==> config.mk <==
export PLATFORM = sky130hd
export DESIGN_NAME = olmc_pick
export DESIGN_NICKNAME = d
export VERILOG_FILES = /design/src/hdl/olmc_pkg.sv /design/src/hdl/olmc_pick.sv
export SDC_FILE = /design/constraint.sdc
export NUM_CORES = 1
export LEC_CHECK = 0
export ABC_AREA = 1
export ABC_CLOCK_PERIOD_IN_PS = 5400
export BUFFER_PORTS_ARGS = -buffer_cell sky130_fd_sc_hd__buf_2
export CAP_MARGIN = 20
export CORE_MARGIN = 2
export CORE_UTILIZATION = 52
export DETAILED_ROUTE_END_ITERATION = 8
export HOLD_SLACK_MARGIN = 0.06
export PLACE_DENSITY = 0.81
export SLEW_MARGIN = 10
export SYNTH_ARGS = -nofsm -noshare
export SYNTH_HDL_FRONTEND = slang
export SYNTH_SLANG_ARGS = --single-unit
==> constraint.sdc <==
create_clock -name clk -period 5.4 [get_ports clk]
set_input_delay 0.54 -clock clk [delete_from_list [all_inputs] [get_ports clk]]
set_output_delay 0.54 -clock clk [all_outputs]
set_load 0.1 [all_outputs]
==> src/hdl/olmc_pkg.sv <==
`timescale 1ns / 1ps

package olmc_pkg;

    // Default table depth
    localparam int CAPACITY_DEF = 64;

    // Command codes
    typedef enum logic [1:0] {
        KIND_INSERT = 2'd0,
        KIND_REMOVE = 2'd1,
        KIND_SELECT = 2'd2,
        KIND_CLEAR  = 2'd3
    } kind_t;

    // Result status codes
    typedef enum logic [1:0] {
        STAT_OK        = 2'd0,
        STAT_NOT_FOUND = 2'd1,
        STAT_EMPTY     = 2'd2,
        STAT_FULL      = 2'd3
    } status_t;

    // Sequencer states
    typedef enum logic [1:0] {
        ST_CLEAR,
        ST_IDLE,
        ST_SCAN,
        ST_FINISH
    } state_t;

    // One table slot, used bit kept apart
    typedef struct packed {
        logic [15:0] node;
        logic [15:0] fcost;
        logic [15:0] hcost;
        logic [31:0] age;
    } slot_data_t;

    // Control from the sequencer to the candidate picker
    typedef struct packed {
        logic  clr;
        kind_t mode;
    } scan_ctl_t;

endpackage

==> src/hdl/olmc_pick.sv <==
`timescale 1ns / 1ps

module olmc_pick #(
    parameter int CAPACITY = olmc_pkg::CAPACITY_DEF
) (
    input  logic                        clk,
    input  logic                        rst_n,
    input  olmc_pkg::scan_ctl_t         ctl,
    input  logic [15:0]                 key_id,
    input  logic [31:0]                 stamp,
    input  logic                        rd_vld,
    input  logic [$clog2(CAPACITY)-1:0] rd_idx,
    input  logic                        rd_used,
    input  olmc_pkg::slot_data_t        rd_data,
    output logic                        best_hit,
    output logic [$clog2(CAPACITY)-1:0] best_idx,
    output olmc_pkg::slot_data_t        best_data
);
    import olmc_pkg::*;

    localparam int AW = $clog2(CAPACITY);

    logic          hit_reg;
    logic [AW-1:0] idx_reg;
    slot_data_t    data_reg;
    logic [31:0]   dist_reg;

    logic [31:0]   dist_now;
    logic          newer;
    logic          cost_win;
    logic          take;

    // Wrapped insert distance: smaller means more recent
    assign dist_now = stamp - rd_data.age;
    assign newer    = dist_now < dist_reg;

    // Least f, then least h, then most recent
    assign cost_win = (rd_data.fcost < data_reg.fcost) ||
                      ((rd_data.fcost == data_reg.fcost) &&
                       ((rd_data.hcost < data_reg.hcost) ||
                        ((rd_data.hcost == data_reg.hcost) && newer)));

    // Does the slot just read replace the current candidate
    always_comb
    begin
        unique case (ctl.mode)
            KIND_INSERT: take = !rd_used && !hit_reg;
            KIND_REMOVE: take = rd_used && (rd_data.node == key_id) && (!hit_reg || newer);
            KIND_SELECT: take = rd_used && (!hit_reg || cost_win);
            default:     take = 1'b0;
        endcase
    end

    // Candidate hit flag
    always_ff @(posedge clk or negedge rst_n)
    begin
        if (!rst_n)
        begin
            hit_reg <= 1'b0;
        end
        else if (ctl.clr)
        begin
            hit_reg <= 1'b0;
        end
        else if (rd_vld && take)
        begin
            hit_reg <= 1'b1;
        end
    end

    // Candidate payload
    always_ff @(posedge clk)
    begin
        if (rd_vld && take && !ctl.clr)
        begin
            idx_reg  <= rd_idx;
            data_reg <= rd_data;
            dist_reg <= dist_now;
        end
    end

    assign best_hit  = hit_reg;
    assign best_idx  = idx_reg;
    assign best_data = data_reg;

endmodule

==> results_dict.tcl, run 1 <==
set metrics [dict create \
    cts.sinks 119 \
    maxSlewHeadroom 0.574 \
    numCtsBuffers 17 \
    setup_viol 0 \
    worst_hold_slack_ps 295 \
    crit_type "in2reg" \
    period_share 0.828 \
    ctsLongestPathBuffers 2 \
    seq_area_frac_synth 0.487 \
    cts_tree "built" \
    largest_reg_flops 80 \
    pre_cts_slack_ps 545 \
    rsz0062_at_grt "no" \
    outcome "complete, no violations" \
    max-cap-violations 0 \
    critPathMaxFanout 36 \
    fmaxAchievable_ghz 0.224 \
    drc 0 \
    critPathCaptureType "flip-flop" \
    initial_core_util 0.530 \
    wirelength_um 17000 \
    num_antenna_cells 0 \
    core_mm2 0.0138 \
    dp_hpwl_um 13500 \
    grt_max_degree 37 \
    die_w_um 123 \
    use_met1 0.275 \
    min_period_ps 4470 \
    syn_nets 976 \
    cts.clk_slew.worst_paths_ps 60 \
    p_per_area_mw_per_mm2 314 \
    crit_arrival_ps 4620 \
    cp_top_family "buffers and inverters" \
    drive_gt1_frac 0.289 \
    leakagePower_nw 4.57 \
    hold_path.class "in2reg" \
    drtPass1Iterations 5 \
    via_per_inst 5.04 \
    io_buffers 227 \
    synth-seq-cells 119 \
    grt_pass1_vias 5835 \
    critPathSlowestCell "clkinvlp_4" \
    use_met2 0.406 \
    die_area_mm2 0.0151 \
    fin_nets 1226 \
    critPathLaunchType "input pin" \
    fin_tns_setup_ps 0 \
    ioPinCount 228 \
    fin_skew_ps 7.46 \
    post_cts_buffers 0 \
    ant_nets 0 \
    clk_latency_ps 420 \
    final_core_util 0.680 \
    area_growth_syn_to_layout_pct 28.2 \
    mappedNetlistArea_mm2 0.00733 \
    met3_usage 0.0437 \
    synth_cells 740 \
    top_usage_layer "met2" \
    slew_viol_final 0 \
    htreeDepth 4 \
    grt_pass1_wl_um 26600 \
    slowest_delay_ps 540 \
    cts_hold_buf 1 \
    cts-resized-gates 0 \
    vias 5959 \
    crit_required_ps 5550 \
    critPathBufInv 5 \
    ir_worst_vdd_uv 199 \
    worst_pin_slew_ps 638 \
    ys_types 33 \
    worst_slack_ps 928 \
    die_y_um 123 \
    wl_per_cell_um 14.4 \
    antenna_found_initial 0 \
    postSynthAreaPerCell_um2 9.91 \
    crit_top_cell "nand2_1" \
    grt_usage 0.230 \
    row_count 43 \
    overflow 0 \
    cts_root_buf "clkbuf_16" \
    hold_viol 0 \
    synth_warnings 0 \
    gp_congestion 0.874 \
    drt_iter0_drc 355 \
]
per-layer routing:
layer	vias to the layer above	share of wire
met5	-	0
met4	0	0.018
met3	24	0.079
met2	234	0.51
met1	2692	0.40
li1	3009	-
placed cells by master, fill, tap and decap left out, drive strengths merged:
cell type    instances
or2                  5
nor3                 6
inv                145
nand3               14
nand2              117
a21oi               82
o21ai               37
clkinv               5
nor3b                1
a21boi               2
bufinv               5
o21bai               1
clkbuf              18
nor4                 5
dlygate4sd3          1
nand4               11
xor2                29
o21a                 5
xnor2               10
o211ai               2
ha                  94
nor2                46
clkinvlp             5
and3                 1
buf                230
dfrtp                1
fa                   1
a31oi                6
edfxtp             118
synth_stat cells:
| library cell | n | area share |
|---|---|---|
| xor2_1 | 26 | 0.031 |
| o211ai_2 | 1 | 0.0017 |
| o21ai_2 | 3 | 0.0036 |
| a21boi_2 | 1 | 0.0015 |
| o21bai_1 | 1 | 0.0010 |
| nand2_4 | 4 | 0.0061 |
| nor3_1 | 6 | 0.0041 |
| fa_1 | 1 | 0.0027 |
| nand2_2 | 10 | 0.0085 |
| a21boi_0 | 1 | 0.0010 |
| or2_2 | 5 | 0.0043 |
| xor2_2 | 3 | 0.0067 |
| a21oi_1 | 81 | 0.055 |
| o21ai_0 | 33 | 0.023 |
| nand3_1 | 13 | 0.0089 |
| a31oi_1 | 5 | 0.0043 |
| edfxtp_1 | 118 | 0.48 |
| nor2_1 | 46 | 0.024 |
| o21a_1 | 5 | 0.0051 |
| inv_1 | 146 | 0.075 |
| xnor2_1 | 10 | 0.012 |
| o211ai_1 | 1 | 0.0010 |
| nand2_1 | 103 | 0.053 |
| a31oi_2 | 1 | 0.0017 |
| nor3b_1 | 1 | 0.0010 |
| a21oi_2 | 1 | 0.0012 |
| dfrtp_1 | 1 | 0.0034 |
| and3_1 | 1 | 0.00085 |
| o21ai_1 | 1 | 0.00068 |
| ha_1 | 94 | 0.16 |
| nor4_1 | 5 | 0.0043 |
| nand3_2 | 1 | 0.0014 |
| nand4_1 | 11 | 0.0094 |
report_power, final:
group	switching (mW)	leakage [nW]	internal (mW)
logic	0.440	3.19	0.213
registers	0.00855	1.08	1.06
clock network	0.417	0.297	0.813
worst reg2reg max path, cell delays in order, from the launching register on:
cell and delay [ps]:
edfxtp_1 340, inv_1 50, ha_1 280, nand2_1 70, nor2_1 160, nand4_1 140
o21ai_0 300, nand2_1 100, nand2_1 70, nand2_1 50, nand2_1 60, nand2_1 40
nand2_1 120, clkinvlp_4 540, buf_12 420
metrics by stage:
stage	area [um2]	instances	total power, mW
3_3_place_gp	8760	1150	1.71
5_1_grt	9400	1183	3.09
2_1_floorplan	7340	740	1.55
3_5_place_dp	8760	1150	1.73
6_report	9400	1183	2.95
4_1_cts	9400	1183	2.98
cell type report:
cell class              count  area (um2)
fillers                  1075        4420
flip-flops and latches    119        3570
multi-input cells         475        3220
repair buffers            231        1210
inverters                 146         552
clock buffers              18         429
well taps                 180         225
clock inverters            14         206
final timing paths:
kind	start	endpoint	slack (ps)	cells past startpoint
setup / recovery	stamp[0]	best_data[12]	930	27
hold / removal	rd_idx[2]	best_idx[2]	290	1
setup reg to reg	best_data[47]	best_data[12]	2400	14
hold reg to reg	best_hit	best_hit	560	2
max in group asynchronous	rst_n	best_hit	4850	2
min in group asynchronous	rst_n	best_hit	460	2
kinds of logic after synthesis:
family,share of synthesized area
simple gates,0.125
buf+inv,0.0747
compound gates,0.101
flops,0.487
fa+ha+maj,0.163
xor+xnor,0.0497
(Power assumes the default switching activity.)
==> run 2: changes to the inputs <==
Settings changed: ABC_CLOCK_PERIOD_IN_PS 5400 to 3730, CORE_UTILIZATION 52 to 47, PLACE_DENSITY 0.81 to 0.77.
Clock period 5.4 ns to 3.73 ns, I/O delays scaled along.
==> run 2 against run 1 <==
  * Worst hold slack lost 170 ps
  * Register-to-register slack lost 1500 ps
  * Sequential share of layout area shrank 5.3 points
  * Non-clock buffer count grew 112
  * Largest power group unchanged
  * The flow now finishes with violations (setup timing)
  * Die area grew 10%
  * First-iteration DRC count grew 46%
  * Via count grew 12%
  * Critical endpoint is now best_data[71]
  * Sequential power grew 45%
==> results_dict.tcl, run 2 (synthesized netlist as in run 1, its figures left out) <==
set metrics [dict create \
    clk_latency_ps 420 \
    cts_root_buf "clkbuf_16" \
    hold_viol 0 \
    regArea_mm2 0.00357 \
    row_count 45 \
    cts.clk_slew.worst_paths_ps 60 \
    fmaxAchievable_ghz 0.260 \
    setup_viol 118 \
    min_period_ps 3850 \
    final_cell_mix "buf_2 (224), inv_1 (141), edfxtp_1 (118)" \
    critPathLaunchType "input pin" \
    worst_pin_slew_ps 634 \
    critPathMaxFanout 8 \
    ir_worst_vdd_uv 324 \
    gp_congestion 0.939 \
    cp_top_family "simple AND/OR/NAND/NOR gates" \
    crit_type "in2reg" \
    path_cells "buf_2 -> inv_1 -> ha_1 -> nand2_1 -> nor2_1 -> inv_1 -> nor3_1 -> nand3_1 -> nand2_1 -> xnor2_2 -> ha_4 -> nand2_4 -> nor2_2 -> nand4_1 -> nor2_1 -> nand2_2 -> nand2_2 -> nand2_1 -> a21oi_2 -> nand2_1 -> nand2_2 -> clkinvlp_4 -> clkbuf_16 -> clkbuf_16" \
    largest_reg_flops 80 \
    worst_slack_ps -119 \
    cts.sinks 119 \
    rsz0062_at_grt "yes" \
    max-cap-violations 0 \
    die_y_um 129 \
    fin_skew_ps 8.51 \
    num-fill-cells 1013 \
    slew_viol_final 0 \
    crit_required_ps 3920 \
    crit_arrival_ps 4030 \
    ioPinCount 228 \
    die_area_mm2 0.0166 \
    critPathBufInv 6 \
    crit_top_cell "nand2_1" \
    final_common_cell "buf_2" \
    period_share 1.03 \
    vias 6702 \
    grt_max_degree 40 \
    final-instance-count-excl-fill 1303 \
    drt_iter0_drc 518 \
    overflow 0 \
    maxSlewHeadroom 0.573 \
    drtPass1Iterations 7 \
    grt_usage 0.209 \
    p_per_area_mw_per_mm2 404 \
    antenna_found_initial 0 \
    htreeDepth 4 \
    multiInputGateArea_mm2 0.00367 \
    drive_gt1_frac 0.422 \
    ant_nets 0 \
    slowest_delay_ps 400 \
    grt_pass1_wl_um 27200 \
    outcome "complete, but fails checks" \
    die_w_um 129 \
    leakagePower_nw 5.25 \
    ctsLongestPathBuffers 2 \
    wl_per_cell_um 16.2 \
    cts_tree "built" \
    initial_core_util 0.482 \
    violations "setup timing" \
    pre_cts_slack_ps -289 \
    dpl.cell_count 1246 \
    core_mm2 0.0152 \
    critPathSlowestCell "ha_1" \
    grt_pass1_vias 6095 \
    io_buffers 227 \
    fin_nets 1338 \
    num_antenna_cells 0 \
    hold_path.class "in2reg" \
    wirelength_um 21000 \
    dp_hpwl_um 13900 \
    area_growth_syn_to_layout_pct 49.1 \
    via_per_inst 5.14 \
    drc 0 \
    critPathCaptureType "flip-flop" \
    numCtsBuffers 17 \
]
## run 2: changes by cell type in the layout (fill, tap and decap cells not counted), sizes merged
cell	before	now
bufinv	5	2
clkbuf	18	27
buf	230	332
clkinv	5	8
inv	145	146
## run 2: timing repair
item                       4_1_cts  5_1_grt
setup endpoints to repair        0      118
hold endpoints to repair         1        0
hold buffers                     1        0
resized for setup                0       95
buffers inserted                 0        8
## run 2: final cells by class
cell class / count / area share
Clock buffer: 17 / 0.0389
Clock inverter: 15 / 0.0143
Inverter: 146 / 0.0516
Multi-Input combinational cell: 475 / 0.336
Sequential cell: 119 / 0.326
Tap cell: 188 / 0.0215
Timing Repair Buffer: 343 / 0.212
## run 2: per-layer routing
layer  up-vias  routed length [um]  global-route usage
met5         -                   0                   0
met3        57                1410              0.0424
met4         0                 656              0.0723
met2       288               10600               0.375
li1       3245                   -                   -
met1      3112                8420               0.249
## run 2: worst register-to-register path, stage by stage (launching register included)
cell	delay (ps)
edfxtp_1	360
inv_1	50
ha_1	280
nand2_1	60
nor2_1	160
nand4_1	130
nor4_1	510
nand3_2	120
nand2_1	70
nand2_1	50
nand2_1	60
nand2_1	50
nand2_1	70
nand2_2	70
clkinvlp_4	150
clkbuf_16	200
clkbuf_16	160
## run 2: through the flow
step / power (mW) / hold WS [ps] / util / setup TNS (ps) / instance area, um2
3_5_place_dp: 2.64 / 161 / 0.623 / -32090 / 9480
2_1_floorplan: 2.26 / 77.4 / - / -143800 / 7380
5_1_grt: 4.59 / 111 / 0.719 / -27770 / 10900
6_report: 4.42 / 121 / 0.719 / -10860 / 10900
4_1_cts: 4.25 / 113 / 0.662 / 0 / 10100
3_3_place_gp: 2.61 / 159 / 0.623 / -28670 / 9480
## run 2: power by group
group          switching, mW  internal, mW  leakage, nW
combinational          0.770         0.498         3.90
clock                  0.621         0.982        0.273
sequential            0.0136          1.54         1.08
## run 2: worst paths after layout
check	start	endpoint	slack, ps	cells after the start
worst max-delay path	rd_data[19]	best_data[71]	-120	24
worst min-delay path	rd_idx[2]	best_idx[2]	120	1
worst max register to register	best_data[47]	best_data[71]	890	16
worst min register to register	best_hit	best_hit	630	2
max in group asynchronous	rst_n	best_hit	3350	2
min in group asynchronous	rst_n	best_hit	280	2
==> run 3: changes to the inputs <==
Settings changed: ABC_AREA 1 to 0, CELL_PAD_IN_SITES_DETAIL_PLACEMENT set to 0, CELL_PAD_IN_SITES_GLOBAL_PLACEMENT set to 1, CORE_UTILIZATION 47 to 37, CTS_BUF_LIST set to sky130_fd_sc_hd__clkbuf_2, PLACE_DENSITY 0.77 to unset, PLACE_DENSITY_LB_ADDON set to 0.1.
==> run 3 against run 2 <==
  * The flow still finishes with violations (setup timing)
  * Wire length is 13% lower
  * Critical endpoint is now best_data[59]
  * Flip-flop and latch count stayed put
  * Clock skew is 34 ps higher
  * Worst setup slack worse by 140 ps
  * Synthesized area is 4.1% lower
  * Non-clock buffer count is 81 higher
  * Largest power group is now registers
==> results_dict.tcl, run 3 <==
set metrics [dict create \
    final-instance-count-excl-fill 1293 \
    drive_gt1_frac 0.386 \
    drt_iter0_drc 216 \
    postSynthAreaPerCell_um2 11.7 \
    critPathMaxFanout 5 \
    p_sw_mw 1.19 \
    hold_path_depth 3 \
    grt_max_degree 26 \
    mappedNetlistArea_mm2 0.00703 \
    reg2reg_to "best_data[59]" \
    vias 6090 \
    cellInternalPower_mw 2.52 \
    hold_path.class "in2reg" \
    drtPass1Iterations 7 \
    fin_skew_ps 42.8 \
    fmaxAchievable_ghz 0.251 \
    gp_congestion 0.805 \
    final_cell_mix "buf_2 (225), edfxtp_1 (118), inv_1 (101)" \
    power_frac_comb 0.317 \
    r2r_slack_ps 430 \
    grt_pass1_wl_um 29200 \
    htreeDepth 4 \
    numCtsBuffers 17 \
    antenna_found_initial 1 \
    cts.clk_slew.worst_paths_ps 180 \
    total_power_mw 3.71 \
    row_count 50 \
    rr_worst_depth 15 \
    synth_common_cells "edfxtp_1 (118), inv_1 (104), ha_1 (94)" \
    synth-seq-cells 119 \
    p_clk_frac 0.264 \
    violations "setup timing" \
    worst_slack_ps -260 \
    syn_nets 838 \
    cts_root_buf "clkbuf_2" \
    cts.sinks 119 \
    wl_per_cell_um 14.2 \
    hold_viol 0 \
    die_area_mm2 0.0201 \
    setup_viol 118 \
    synth_top_area_frac 0.504 \
    rsz0062_at_grt "yes" \
    synth_warnings 0 \
    min_period_ps 3990 \
    crit_required_ps 4150 \
    seq_area_frac_synth 0.508 \
    place_area_mm2 0.00938 \
    synth_cells 602 \
    slew_viol_final 0 \
    ant_nets 0 \
    overflow 0 \
    yosys.cell_count.top_type "edfxtp_1" \
    final_common_cell "buf_2" \
    power_frac_seq 0.418 \
    ctsLongestPathBuffers 2 \
    muxShareOfSynthArea 0.00285 \
    async_reset_ff_frac 0.00840 \
    area_growth_syn_to_layout_pct 54.5 \
    swShare 0.320 \
    synthSimpleGateAreaFrac 0.0760 \
    synth_edf_count 118 \
    initial_core_util 0.376 \
    worst_pin_slew_ps 520 \
    max-cap-violations 0 \
    die_w_um 142 \
    synthXorXnorAreaFrac 0.0548 \
    ys_types 52 \
    synthAdderAreaFrac 0.170 \
    via_per_inst 4.71 \
    synth_area_leader_cell "edfxtp_1" \
    ioPinCount 228 \
    crit_path_start "rd_data[1]" \
    dpl.cell_count 1159 \
    crit_arrival_ps 4410 \
    maxSlewHeadroom 0.656 \
    synth_top_family_by_area "adder cells" \
    synth-compound-area-share 0.133 \
    io_buffers 227 \
    core_mm2 0.0187 \
    die_y_um 142 \
    grt_pass1_vias 6255 \
    period_share 1.07 \
    wirelength_um 18300 \
    r2r-start "dist_reg[1]" \
    synth_flop_cell "edfxtp_1" \
    synth.area.top_cells "edfxtp_1 (50%), ha_1 (17%), inv_1 (5.6%)" \
    clk_latency_ps 690 \
    outcome "complete, but fails checks" \
    p_per_area_mw_per_mm2 341 \
    cts_tree "built" \
    largest_reg_flops 80 \
    stdcell_area_mm2 0.0109 \
    grt_usage 0.183 \
    fin_nets 1280 \
    crit_type "in2reg" \
    ir_worst_vdd_uv 207 \
    drc 0 \
    dp_hpwl_um 13900 \
    critPathLaunchType "input pin" \
    leakagePower_nw 5.19 \
    critPathCaptureType "flip-flop" \
    cp-endpoint "best_data[59]" \
]
## run 3: changes by cell type in the layout (fill, tap and decap cells not counted), sizes merged, moves of 9 or more
cell,change
nand2,-100
dlygate4sd3,+90
a21oi,-42
inv,-40
a21o,+34
nor2,-24
xnor2,+16
o21ai,-14
xor2,-11
clkbuf,-10
nand3,-10
nor2b,+9
## run 3: power groups by stage
stage                     Clock, mW  Combinational (mW)  Sequential (mW)
final                         0.981                1.18             1.55
after global routing           1.07                1.29             1.56
after CTS                      1.03                1.14             1.55
after detailed placement          0                1.03             1.58
after global placement            0                1.01             1.58
after floorplan                   0               0.475             1.77
## run 3: kinds of logic after synthesis
family | count (synthesis)
xor gates and xnor gates | 44
adders and majority gates | 95
muxes | 2
DFF | 119
AOI/OAI and AO/OA | 138
buffers and inverters | 105
and+or+nand+nor | 99
## run 3: worst max-delay path, cell delays in order
cell,delay [ps]
buf_6,80
inv_2,30
ha_1,260
nor2b_1,130
o21a_2,240
o21ai_4,220
a2111oi_4,120
o21a_1,220
buf_6,130
a31oi_4,180
nor2_4,80
a221oi_2,250
xnor2_1,180
ha_1,280
a21o_1,180
a21o_1,150
a21oi_1,130
o21ai_1,90
a221oi_2,210
o31ai_2,130
a211oi_4,280
buf_6,190
buf_12,130
buf_16,110
## run 3: cell type report
type | count | area, um2
clock buffer | 17 | 85.1
clock inverter | 15 | 201
sequential | 119 | 3570
tap | 234 | 293
fill | 1637 | 7840
antenna | 2 | 5.00
timing repair buffer | 424 | 2990
multi-input combinational | 378 | 3310
inverter | 104 | 403
## run 3: metal layers
metal / part of all wire / GRT usage
met1: 0.44 / 0.224
met2: 0.50 / 0.325
met3: 0.042 / 0.0348
met4: 0.016 / 0.0584
met5: 0 / 0
## run 3: worst min path at each step
| stage | start | slack (ps) | to |
|---|---|---|---|
| finish | stamp[1] | 220 | dist_reg[1] |
| global route | stamp[1] | 180 | dist_reg[1] |
| CTS | stamp[31] | 100 | dist_reg[31] |
| detailed placement | rst_n | 150 | best_hit |
| global placement | rst_n | 150 | best_hit |
| floorplan | rst_n | 80 | best_hit |
## run 3: metrics by stage
stage | TNS [ps] | hold slack [ps] | setup slack (ps) | util
final | -22700 | 221 | -260 | 0.581
after global routing | -37070 | 177 | -368 | 0.581
after CTS | -10110 | 100 | -152 | 0.573
after detailed placement | -130540 | 154 | -1140 | 0.502
after global placement | -120370 | 150 | -1050 | 0.502
after floorplan | -374160 | 77.4 | -3170 | -
## run 3: timing repair
action | 4_1_cts | 5_1_grt
setup endpoints to repair | 118 | 118
pin swaps | 1 | 30
gates resized for setup | 13 | 21
hold buffers | 91 | 0
setup buffers | 2 | 6
gates cloned | 2 | 0
hold endpoints to repair | 89 | 0
